## config.mk

```make
export PLATFORM = sky130hd
export DESIGN_NAME = postfix_boolean_truth_table_core
export DESIGN_NICKNAME = d
export VERILOG_FILES = /design/src/hdl/pbtt_pkg.sv /design/src/hdl/pbtt_stack.sv /design/src/hdl/postfix_boolean_truth_table_core.sv
export SDC_FILE = /design/constraint.sdc
export NUM_CORES = 2
export LEC_CHECK = 0
export ABC_AREA = 1
export BUFFER_PORTS_ARGS = -buffer_cell sky130_fd_sc_hd__buf_2
export CAP_MARGIN = 20
export CORE_MARGIN = 10
export CORE_UTILIZATION = 35
export CTS_CLUSTER_DIAMETER = 30
export DETAILED_ROUTE_END_ITERATION = 12
export PLACE_DENSITY = 0.49
export SKIP_CTS_REPAIR_TIMING = 1
export SLEW_MARGIN = 20
export SYNTH_ARGS = -nofsm -noshare
export SYNTH_HDL_FRONTEND = slang
export SYNTH_SLANG_ARGS = --single-unit
```

## constraint.sdc

```tcl
create_clock -name clk -period 6.1 [get_ports clk]
set_input_delay 1.525 -clock clk [delete_from_list [all_inputs] [get_ports clk]]
set_output_delay 1.525 -clock clk [all_outputs]
set_load 0.005 [all_outputs]
```

## src/hdl/pbtt_pkg.sv

```systemverilog
// Package for the postfix Boolean truth-table core.
// Holds the token codes, the stack interface structs and the vector helper functions.
// No dependencies.
package pbtt_pkg;

  // Widths fixed by the token and result formats.
  localparam int unsigned KIND_W = 4;
  localparam int unsigned VIDX_W = 3;
  localparam int unsigned NVAR_W = 3;
  localparam int unsigned VEC_W  = 64;

  // Largest variable count that the truth-table vectors can hold.
  localparam logic [NVAR_W-1:0] MAX_VARS = NVAR_W'(6);

  // Default number of vector entries on the stack.
  localparam int unsigned DEF_STACK_DEPTH = 32;

  // Token codes.
  localparam logic [KIND_W-1:0] KIND_CONST0  = 4'd0;
  localparam logic [KIND_W-1:0] KIND_CONST1  = 4'd1;
  localparam logic [KIND_W-1:0] KIND_VAR     = 4'd2;
  localparam logic [KIND_W-1:0] KIND_NOT     = 4'd3;
  localparam logic [KIND_W-1:0] KIND_AND     = 4'd4;
  localparam logic [KIND_W-1:0] KIND_OR      = 4'd5;
  localparam logic [KIND_W-1:0] KIND_XOR     = 4'd6;
  localparam logic [KIND_W-1:0] KIND_IMPLIES = 4'd7;
  localparam logic [KIND_W-1:0] KIND_EQUIV   = 4'd8;

  // One token handed to the stack.
  typedef struct packed {
    logic              en;
    logic [KIND_W-1:0] kind;
    logic              last;
  } stk_cmd_t;

  // Stack status after the token has been applied.
  typedef struct packed {
    logic err;  // error seen in this expression, or stack empty
  } stk_stat_t;

  // Truth-table column of the variable at a given bit position of the row number.
  function automatic logic [VEC_W-1:0] bit_pattern(input logic [NVAR_W-1:0] pos);
    logic [VEC_W-1:0] v;
    begin
      case (pos)
        3'd0:    v = 64'hAAAA_AAAA_AAAA_AAAA;
        3'd1:    v = 64'hCCCC_CCCC_CCCC_CCCC;
        3'd2:    v = 64'hF0F0_F0F0_F0F0_F0F0;
        3'd3:    v = 64'hFF00_FF00_FF00_FF00;
        3'd4:    v = 64'hFFFF_0000_FFFF_0000;
        3'd5:    v = 64'hFFFF_FFFF_0000_0000;
        default: v = '0;
      endcase
      return v;
    end
  endfunction

  // Mask of the rows that exist for a given variable count.
  function automatic logic [VEC_W-1:0] row_mask(input logic [NVAR_W-1:0] n);
    logic [VEC_W-1:0] m;
    begin
      case (n)
        3'd0:    m = 64'h0000_0000_0000_0001;
        3'd1:    m = 64'h0000_0000_0000_0003;
        3'd2:    m = 64'h0000_0000_0000_000F;
        3'd3:    m = 64'h0000_0000_0000_00FF;
        3'd4:    m = 64'h0000_0000_0000_FFFF;
        3'd5:    m = 64'h0000_0000_FFFF_FFFF;
        default: m = '1;
      endcase
      return m;
    end
  endfunction

  // Binary operators; b is the top of the stack and a the entry below it.
  function automatic logic [VEC_W-1:0] bin_op(input logic [KIND_W-1:0] kind,
                                              input logic [VEC_W-1:0] a,
                                              input logic [VEC_W-1:0] b);
    logic [VEC_W-1:0] r;
    begin
      case (kind)
        KIND_AND:     r = a & b;
        KIND_OR:      r = a | b;
        KIND_XOR:     r = a ^ b;
        KIND_IMPLIES: r = ~a | b;
        default:      r = ~(a ^ b);
      endcase
      return r;
    end
  endfunction

endpackage

```

## src/hdl/pbtt_stack.sv

```systemverilog
// Vector stack of the postfix Boolean truth-table core.
// Top entry in a register, the rest in a memory with a registered read port.
// Depends on pbtt_pkg.
module pbtt_stack
  import pbtt_pkg::*;
#(
  parameter int unsigned STACK_DEPTH = DEF_STACK_DEPTH
) (
  input  logic             clk,
  input  logic             rst_n,
  input  stk_cmd_t         cmd,
  input  logic [VEC_W-1:0] push_vec,
  output logic [VEC_W-1:0] top_d,
  output stk_stat_t        stat
);

  localparam int unsigned SPW = $clog2(STACK_DEPTH + 1);
  localparam int unsigned AW  = $clog2(STACK_DEPTH);

  logic [SPW-1:0]   sp_r, sp_d, sp_nxt;
  logic             err_r, err_d, err_nxt;
  logic [VEC_W-1:0] top_r;
  logic [VEC_W-1:0] mem [STACK_DEPTH];
  logic [VEC_W-1:0] mem_q;
  logic             byp_r;
  logic [VEC_W-1:0] byp_data_r;
  logic [VEC_W-1:0] second;
  logic             wr_en;
  logic             fault;
  logic [SPW-1:0]   wr_sp;
  logic [SPW-1:0]   rd_sp;
  logic [AW-1:0]    wr_addr;
  logic [AW-1:0]    rd_addr;

  // The entry below the top: from the memory, or the word just written to it.
  assign second = byp_r ? byp_data_r : mem_q;

  // Apply one token to the stack.
  always_comb begin
    sp_d  = sp_r;
    top_d = top_r;
    wr_en = 1'b0;
    fault = 1'b0;
    if (cmd.en) begin
      unique case (cmd.kind) inside
        KIND_CONST0, KIND_CONST1, KIND_VAR: begin
          if (sp_r == SPW'(STACK_DEPTH)) begin
            fault = 1'b1;
          end else begin
            wr_en = (sp_r != '0);
            top_d = push_vec;
            sp_d  = sp_r + SPW'(1);
          end
        end
        KIND_NOT: begin
          if (sp_r == '0) begin
            fault = 1'b1;
          end else begin
            top_d = ~top_r;
          end
        end
        [KIND_AND:KIND_EQUIV]: begin
          if (sp_r < SPW'(2)) begin
            fault = 1'b1;
          end else begin
            top_d = bin_op(cmd.kind, second, top_r);
            sp_d  = sp_r - SPW'(1);
          end
        end
        default: begin
        end
      endcase
    end
    err_d    = err_r | fault;
    stat.err = err_d | (sp_d == '0);
    // The last token of an expression empties the stack.
    sp_nxt  = (cmd.en && cmd.last) ? '0 : sp_d;
    err_nxt = (cmd.en && cmd.last) ? 1'b0 : err_d;
  end

  // Old top goes to memory on a push; the read port fetches the new second entry.
  assign wr_sp   = sp_r - SPW'(1);
  assign rd_sp   = sp_nxt - SPW'(2);
  assign wr_addr = wr_sp[AW-1:0];
  assign rd_addr = rd_sp[AW-1:0];

  // Control state. A last token leaves the stack empty, so nothing is bypassed after it.
  always_ff @(posedge clk) begin
    if (!rst_n) begin
      sp_r  <= '0;
      err_r <= 1'b0;
      byp_r <= 1'b0;
    end else begin
      sp_r  <= sp_nxt;
      err_r <= err_nxt;
      byp_r <= wr_en && !cmd.last && (wr_addr == rd_addr);
    end
  end

  // Top register and bypass word.
  always_ff @(posedge clk) begin
    top_r      <= top_d;
    byp_data_r <= top_r;
  end

  // Stack memory: one write and one registered read per cycle.
  always_ff @(posedge clk) begin
    if (wr_en) begin
      mem[wr_addr] <= top_r;
    end
    mem_q <= mem[rd_addr];
  end

  // The pointer never passes the depth.
  a_sp_range: assert property (@(posedge clk) disable iff (!rst_n)
    sp_r <= SPW'(STACK_DEPTH))
    else $error("stack pointer beyond depth");

  // A last token leaves an empty, error-free stack.
  a_last_clears: assert property (@(posedge clk) disable iff (!rst_n)
    (cmd.en && cmd.last) |=> (sp_r == '0) && !err_r)
    else $error("stack not cleared after last token");

  // A bypassed word only follows a push onto a non-empty stack.
  a_byp_depth: assert property (@(posedge clk) disable iff (!rst_n)
    byp_r |-> (sp_r >= SPW'(2)))
    else $error("bypass with fewer than two entries");

endmodule

```

## src/hdl/postfix_boolean_truth_table_core.sv

```systemverilog
// Postfix Boolean truth-table core: one token word is accepted per clock cycle
// when the result side is free, so the sustained rate is one token per cycle.
// A token passes an input register and then one stage that updates the vector
// stack and, on the token marked last, loads the result register; a result word
// is valid once that stage has executed its last token. The stack keeps its top
// entry in a register and the rest in a memory whose registered read port is
// aimed each cycle at the entry that will sit below the top, so pushes, pops and
// operators follow each other without pause. A new last token waits only while
// the previous result word is still held by the output side. num_vars is to be
// written through the configuration port while no expression is in progress; the
// user must keep to this, as the block itself does not enforce it.
//
// Depends on pbtt_pkg and pbtt_stack.
module postfix_boolean_truth_table_core
  import pbtt_pkg::*;
#(
  parameter int unsigned STACK_DEPTH = DEF_STACK_DEPTH
) (
  input  logic              clk,
  input  logic              rst_n,
  // Configuration
  input  logic              cfg_valid,
  output logic              cfg_ready,
  input  logic [NVAR_W-1:0] cfg_num_vars,
  // Token input
  input  logic              in_valid,
  output logic              in_ready,
  input  logic [KIND_W-1:0] in_kind,
  input  logic [VIDX_W-1:0] in_var_index,
  input  logic              in_last,
  // Result output
  output logic              out_valid,
  input  logic              out_ready,
  output logic [VEC_W-1:0]  out_minterm_mask,
  output logic              out_always_true,
  output logic              out_always_false,
  output logic              out_error
);

  logic [NVAR_W-1:0] num_vars_r;
  logic [NVAR_W-1:0] n_eff;
  logic              tok_valid_r;
  logic [KIND_W-1:0] tok_kind_r;
  logic [VIDX_W-1:0] tok_vidx_r;
  logic              tok_last_r;
  logic              exec_fire;
  logic              in_fire;
  logic [VEC_W-1:0]  push_vec;
  logic [VEC_W-1:0]  top_d;
  stk_cmd_t          cmd;
  stk_stat_t         stat;
  logic [VEC_W-1:0]  rows;
  logic [VEC_W-1:0]  mask;
  logic [NVAR_W-1:0] var_pos;
  logic              out_valid_r;
  logic [VEC_W-1:0]  mask_r;
  logic              always_true_r;
  logic              always_false_r;
  logic              error_r;

  // Configuration register; always writable.
  assign cfg_ready = 1'b1;

  always_ff @(posedge clk) begin
    if (!rst_n) begin
      num_vars_r <= '0;
    end else if (cfg_valid) begin
      num_vars_r <= cfg_num_vars;
    end
  end

  assign n_eff = (num_vars_r > MAX_VARS) ? MAX_VARS : num_vars_r;

  // Handshake: non-last tokens always proceed; a last token needs a free result slot.
  assign exec_fire = tok_valid_r && (!tok_last_r || !out_valid_r || out_ready);
  assign in_ready  = !tok_valid_r || exec_fire;
  assign in_fire   = in_valid && in_ready;

  // Input register.
  always_ff @(posedge clk) begin
    if (!rst_n) begin
      tok_valid_r <= 1'b0;
    end else if (in_ready) begin
      tok_valid_r <= in_valid;
    end
  end

  always_ff @(posedge clk) begin
    if (in_fire) begin
      tok_kind_r <= in_kind;
      tok_vidx_r <= in_var_index;
      tok_last_r <= in_last;
    end
  end

  // Vector pushed by a constant or variable token.
  assign var_pos = n_eff - NVAR_W'(1) - NVAR_W'(tok_vidx_r);

  always_comb begin
    case (tok_kind_r)
      KIND_CONST1: push_vec = '1;
      KIND_VAR:    push_vec = (NVAR_W'(tok_vidx_r) < n_eff) ? bit_pattern(var_pos) : '0;
      default:     push_vec = '0;
    endcase
  end

  assign cmd.en   = exec_fire;
  assign cmd.kind = tok_kind_r;
  assign cmd.last = tok_last_r;

  pbtt_stack #(
    .STACK_DEPTH (STACK_DEPTH)
  ) u_stack (
    .clk      (clk),
    .rst_n    (rst_n),
    .cmd      (cmd),
    .push_vec (push_vec),
    .top_d    (top_d),
    .stat     (stat)
  );

  // Result of the expression from the top of the stack.
  assign rows = row_mask(n_eff);
  assign mask = stat.err ? '0 : (top_d & rows);

  // Result register.
  always_ff @(posedge clk) begin
    if (!rst_n) begin
      out_valid_r <= 1'b0;
    end else if (exec_fire && tok_last_r) begin
      out_valid_r <= 1'b1;
    end else if (out_ready) begin
      out_valid_r <= 1'b0;
    end
  end

  always_ff @(posedge clk) begin
    if (exec_fire && tok_last_r) begin
      mask_r         <= mask;
      always_true_r  <= !stat.err && (mask == rows);
      always_false_r <= (mask == '0);
      error_r        <= stat.err;
    end
  end

  assign out_valid        = out_valid_r;
  assign out_minterm_mask = mask_r;
  assign out_always_true  = always_true_r;
  assign out_always_false = always_false_r;
  assign out_error        = error_r;

  // A held result is never overwritten.
  a_no_overwrite: assert property (@(posedge clk) disable iff (!rst_n)
    (out_valid_r && !out_ready) |-> !(exec_fire && tok_last_r))
    else $error("result overwritten while held");

  // An error result carries an empty mask.
  a_err_mask: assert property (@(posedge clk) disable iff (!rst_n)
    (out_valid_r && error_r) |-> (mask_r == '0) && always_false_r && !always_true_r)
    else $error("error result with non-empty mask");

  // A result word is valid in the cycle after its last token executes.
  a_result_follows: assert property (@(posedge clk) disable iff (!rst_n)
    (exec_fire && tok_last_r) |=> out_valid_r)
    else $error("last token gave no result");

endmodule

```

==> out/qor_table.md <==
| Quantity | Value | Unit |
|---|---|---|
| Arrival time at the worst endpoint | 5.43 | ns |
| Worst setup slack for register-to-register paths | 1.18 | ns |
| Endpoint of the lowest-slack register-to-register path | u_stack.mem[19][11] | - |
| Cell breakdown of the critical path | inv_1, ha_1, inv_1, nor2_4, nand3_2, nand2_4, nor3_1, nand2_1, nor2_4, buf_4 | - |
| Clock Latency Late Sink | 0.92 | ns |
| Number of enable-type register cells in the synthesized netlist | 2,123 | - |
| Most used flip-flop cell after synthesis | sky130_fd_sc_hd__edfxtp_1 | - |
| Drc violations | 0 | - |
| HP Start | u_stack.top_r[19] | - |
| Actual transition at the worst max-transition pin | 1.18 | ns |
| Detailed router's first-iteration violation count | 7,304 | - |
| Distinct cells, synth | 48 | - |
| Multi-input gate area in the final layout | 0.0260 | mm2 |
| Share of async-settable or async-resettable flops after synthesis | 0 | % |
| Clock tree from TritonCTS | built | - |
| Area added between synthesis and finish | 23.0 | % |
| Worst-case headroom to the max-slew limit | 21.3 | % |
| Routed via count | 69,738 | - |
| Kind of path behind the tightest hold check | reg -> reg | - |
| Share of the yosys chip area belonging to registers | 69.7 | % |
| Number of non-filler instances in the completed layout | 12,928 | - |
| Clock root buffer master | sky130_fd_sc_hd__clkbuf_16 | - |
| Adder-cell share of the synthesized area | 1.02 | % |
| #FFs+latches synth | 2,328 | - |
| Util after Layout | 43.3 | % |
| Full die area | 0.300 | mm2 |
| CTS HTree Levels | 5 | - |
| Std-Cell Rows | 193 | - |
| Clock net sink count | 2,328 | - |
| Worst setup SP type | flip-flop | - |
| Total standard cell area after synthesis | 0.0974 | mm2 |
| Core area | 0.277 | mm2 |
| Number of I/O pins | 86 | - |
| Slowest cell on the critical path | sky130_fd_sc_hd__nor2_4 | - |
| Synthesized-area fraction occupied by xor and xnor cells | 0.0796 | % |
| Grt total ovfl | 0 | - |
| Total nets after synthesis | 8,646 | - |
| Yosys top cell area share | 65.4 | % |
| Placed insts | 12,019 | - |
| Antenna violation net count after detailed routing | 0 | - |
| Count of input and output buffers | 84 | - |
| Reg area | 0.0679 | mm2 |
| Synthesized instance count | 8,551 | - |
| Share of synthesized cell area in and, or, nand and nor gates | 15.2 | % |
| Worst Clk Skew | 0.0645 | ns |
| Data required, critical path | 6.60 | ns |
| Crit path setup slack, layout | 1.18 | ns |
| Max-cap check violation count | 0 | - |
| Main combinational cell family by area after synthesis | simple AND/OR/NAND/NOR gates | - |
| Hold Slack | 0.480 | ns |
| Non-Filler Cell Area, Final | 0.120 | mm2 |
| Final total power | 51.8 | mW |
| Critical Path Max Stage Delay | 0.94 | ns |
| Maximum buffer depth of the clock tree | 4 | - |
| Final hold violation count | 0 | - |
| Gr usage total | 21.9 | % |
| Final GP Congestion | 0.925 | - |
| Share of layout cells above drive strength 1 | 13.0 | % |
| Via/cell ratio | 5.39 | - |
| Synth area leaders | sky130_fd_sc_hd__edfxtp_1 (65%), sky130_fd_sc_hd__nand2_1 (7.8%), sky130_fd_sc_hd__nand3_1 (5.6%) | - |
| Pin count of the biggest net entering global routing | 216 | - |
| Number of nets in the finished design | 8,892 | - |
| Clock slew at reported path FFs | 0.05 | ns |
| YS warnings | 0 | - |
| Number of buffers and inverters on the critical path | 3 | - |
| Multiplexer share of the synthesized area | 0.0206 | % |
| First-pass GRT wire length | 490 | mm |
| Run status | complete, no violations | - |
| RSZ-0062 raised after global routing | false | - |
| Post-placement worst setup slack | 0.749 | ns |
| Leakage power | 43.9 | nW |
| Initial cell density of the core | 35.2 | % |
| TNS Setup | 0 | ns |
| Crit path capture type | flip-flop | - |
| Cell area reported after detailed placement | 0.103 | mm2 |
| Via count of the first global-routing pass | 68,130 | - |
| TritonRoute pass-1 iters | 6 | - |
| Crit path time final | 4.92 | ns |
| Mean routed wirelength per cell | 26.6 | um |
| Achievable clock frequency | 203 | MHz |
| Syn avg cell area | 11.4 | um2 |
| Die outline height | 548 | um |
| Worst voltage drop across the vdd grid | 0.366 | mV |
| Setup Crit Path Kind | reg -> reg | - |
| Min-Delay Path Depth | 0 | - |
| Antenna violations before repair | 9 | - |
| Worst r2r src | u_stack.sp_r[0] | - |
| Cell types with the highest counts after synthesis | sky130_fd_sc_hd__edfxtp_1 (2,123), sky130_fd_sc_hd__nand2_1 (2,024), sky130_fd_sc_hd__nand3_1 (1,098) | - |
| Total CTS buffers | 481 | - |
| Library cell with the highest instance count after synthesis | sky130_fd_sc_hd__edfxtp_1 | - |
| Count of endpoints failing setup in the final report | 0 | - |
| Hold Path Sink | u_stack.byp_data_r[19] | - |
| Routed WL | 343 | mm |
| Number of fillers in the final layout | 25,691 | - |
| Fraction of the cycle the final worst path needs | 80.7 | % |
| Cells on worst reg2reg path | 10 | - |
| Cell taking the most area after synthesis | sky130_fd_sc_hd__edfxtp_1 | - |
| Total count of max-transition violations in the final report | 0 | - |
| Compound-gate portion of the synthesized area | 9.93 | % |
| Die boundary width | 548 | um |
| Post-detailed-placement half-perimeter wirelength | 176 | mm |
| Dominant delay contributor by cell family on the critical path | simple AND/OR/NAND/NOR gates | - |
| Largest fanout on the critical path | 15 | - |
| Power density of the placed cells | 432 | mW/mm2 |
==> power by group <==
part	switching [mW]	internal [mW]
combinational	4.31	1.53
clock	8.59	17.9
sequential	0.653	18.9
==> layout by cell type, fill, tap and decap left out, types with 8 or more instances in the layout <==
cell and n:
sky130_fd_sc_hd__o21ai_1 117, sky130_fd_sc_hd__clkinvlp_4 47, sky130_fd_sc_hd__nor2_1 222, sky130_fd_sc_hd__nand2_1 2021, sky130_fd_sc_hd__inv_6 28, sky130_fd_sc_hd__o21ai_0 551
sky130_fd_sc_hd__inv_1 389, sky130_fd_sc_hd__or2_0 47, sky130_fd_sc_hd__buf_4 144, sky130_fd_sc_hd__o21bai_1 200, sky130_fd_sc_hd__nand2_2 8, sky130_fd_sc_hd__dfxtp_1 193
sky130_fd_sc_hd__clkbuf_16 492, sky130_fd_sc_hd__o21a_1 54, sky130_fd_sc_hd__nand4_1 10, sky130_fd_sc_hd__a21oi_1 395, sky130_fd_sc_hd__bufinv_16 70, sky130_fd_sc_hd__o22ai_1 260
sky130_fd_sc_hd__edfxtp_1 2123, sky130_fd_sc_hd__clkinv_4 24, sky130_fd_sc_hd__nand3b_1 13, sky130_fd_sc_hd__buf_2 84, sky130_fd_sc_hd__clkinv_1 65, sky130_fd_sc_hd__ha_1 77
sky130_fd_sc_hd__nand3_1 1098, sky130_fd_sc_hd__dfxtp_2 11, sky130_fd_sc_hd__nor2_4 41, sky130_fd_sc_hd__buf_12 84, sky130_fd_sc_hd__clkbuf_1 54, sky130_fd_sc_hd__clkbuf_8 24
sky130_fd_sc_hd__o211ai_1 92, sky130_fd_sc_hd__clkinv_2 95
==> layer usage <==
layer	part of all wire, %	wire (um)	GRT usage [%]	vias to the layer above
met5	0	0	0	-
met4	3.5	11900	7.60	0
met3	7.4	25300	3.77	618
met2	46	159000	35.5	2830
met1	43	147000	29.8	35053
li1	-	-	-	31237
==> worst register-to-register path, delay by kind of cell, from the launching register on <==
family	cells	cell delay (ns)
buf+inv	3	0.97
simple gates	6	2.72
flops	1	0.54
fa+ha+maj	1	0.28
==> kinds of logic (layout without fill, tap and decap cells) <==
kind of cell	Yosys count	in the layout
AOI/OAI and AO/OA	1685	1685
xor gates and xnor gates	8	8
adders and majority gates	79	79
buffers and inverters	955	1620
DFF	2328	2328
muxes	2	2
other	1	8
and+or+nand+nor	3493	3493
==> final cells by class <==
cell class              count  area share [%]
inverters                 405            1.30
well taps                3705            3.87
clock buffers             570            10.7
multi-input cells        5268            21.7
flip-flops and latches   2328            56.6
diodes                      7          0.0146
repair buffers            313            2.68
clock inverters           332            3.13
==> registers in the layout, summed over array words and instances (netlist names), 3 cells and up <==
register / cells
num_vars_r: 3
out_minterm_mask: 64
tok_kind_r: 4
tok_vidx_r: 3
u_stack.byp_data_r: 64
u_stack.mem: 2048
u_stack.mem_q: 64
u_stack.sp_r: 6
u_stack.top_r: 64
==> how the worst max path moves through the flow <==
stage                         start                   to  slack, ns  cells after the start
floorplan                 out_ready   u_stack.mem[10][0]       0.64                      4
global placement          out_ready     out_always_false       0.77                     16
detailed placement        out_ready     out_always_false       0.75                     16
CTS                 u_stack.sp_r[0]  u_stack.mem[19][11]       1.26                     10
global route        u_stack.sp_r[0]  u_stack.mem[19][11]       1.02                     10
finish              u_stack.sp_r[0]  u_stack.mem[19][11]       1.18                     10
No activity file was read; power rests on OpenSTA's default activity.
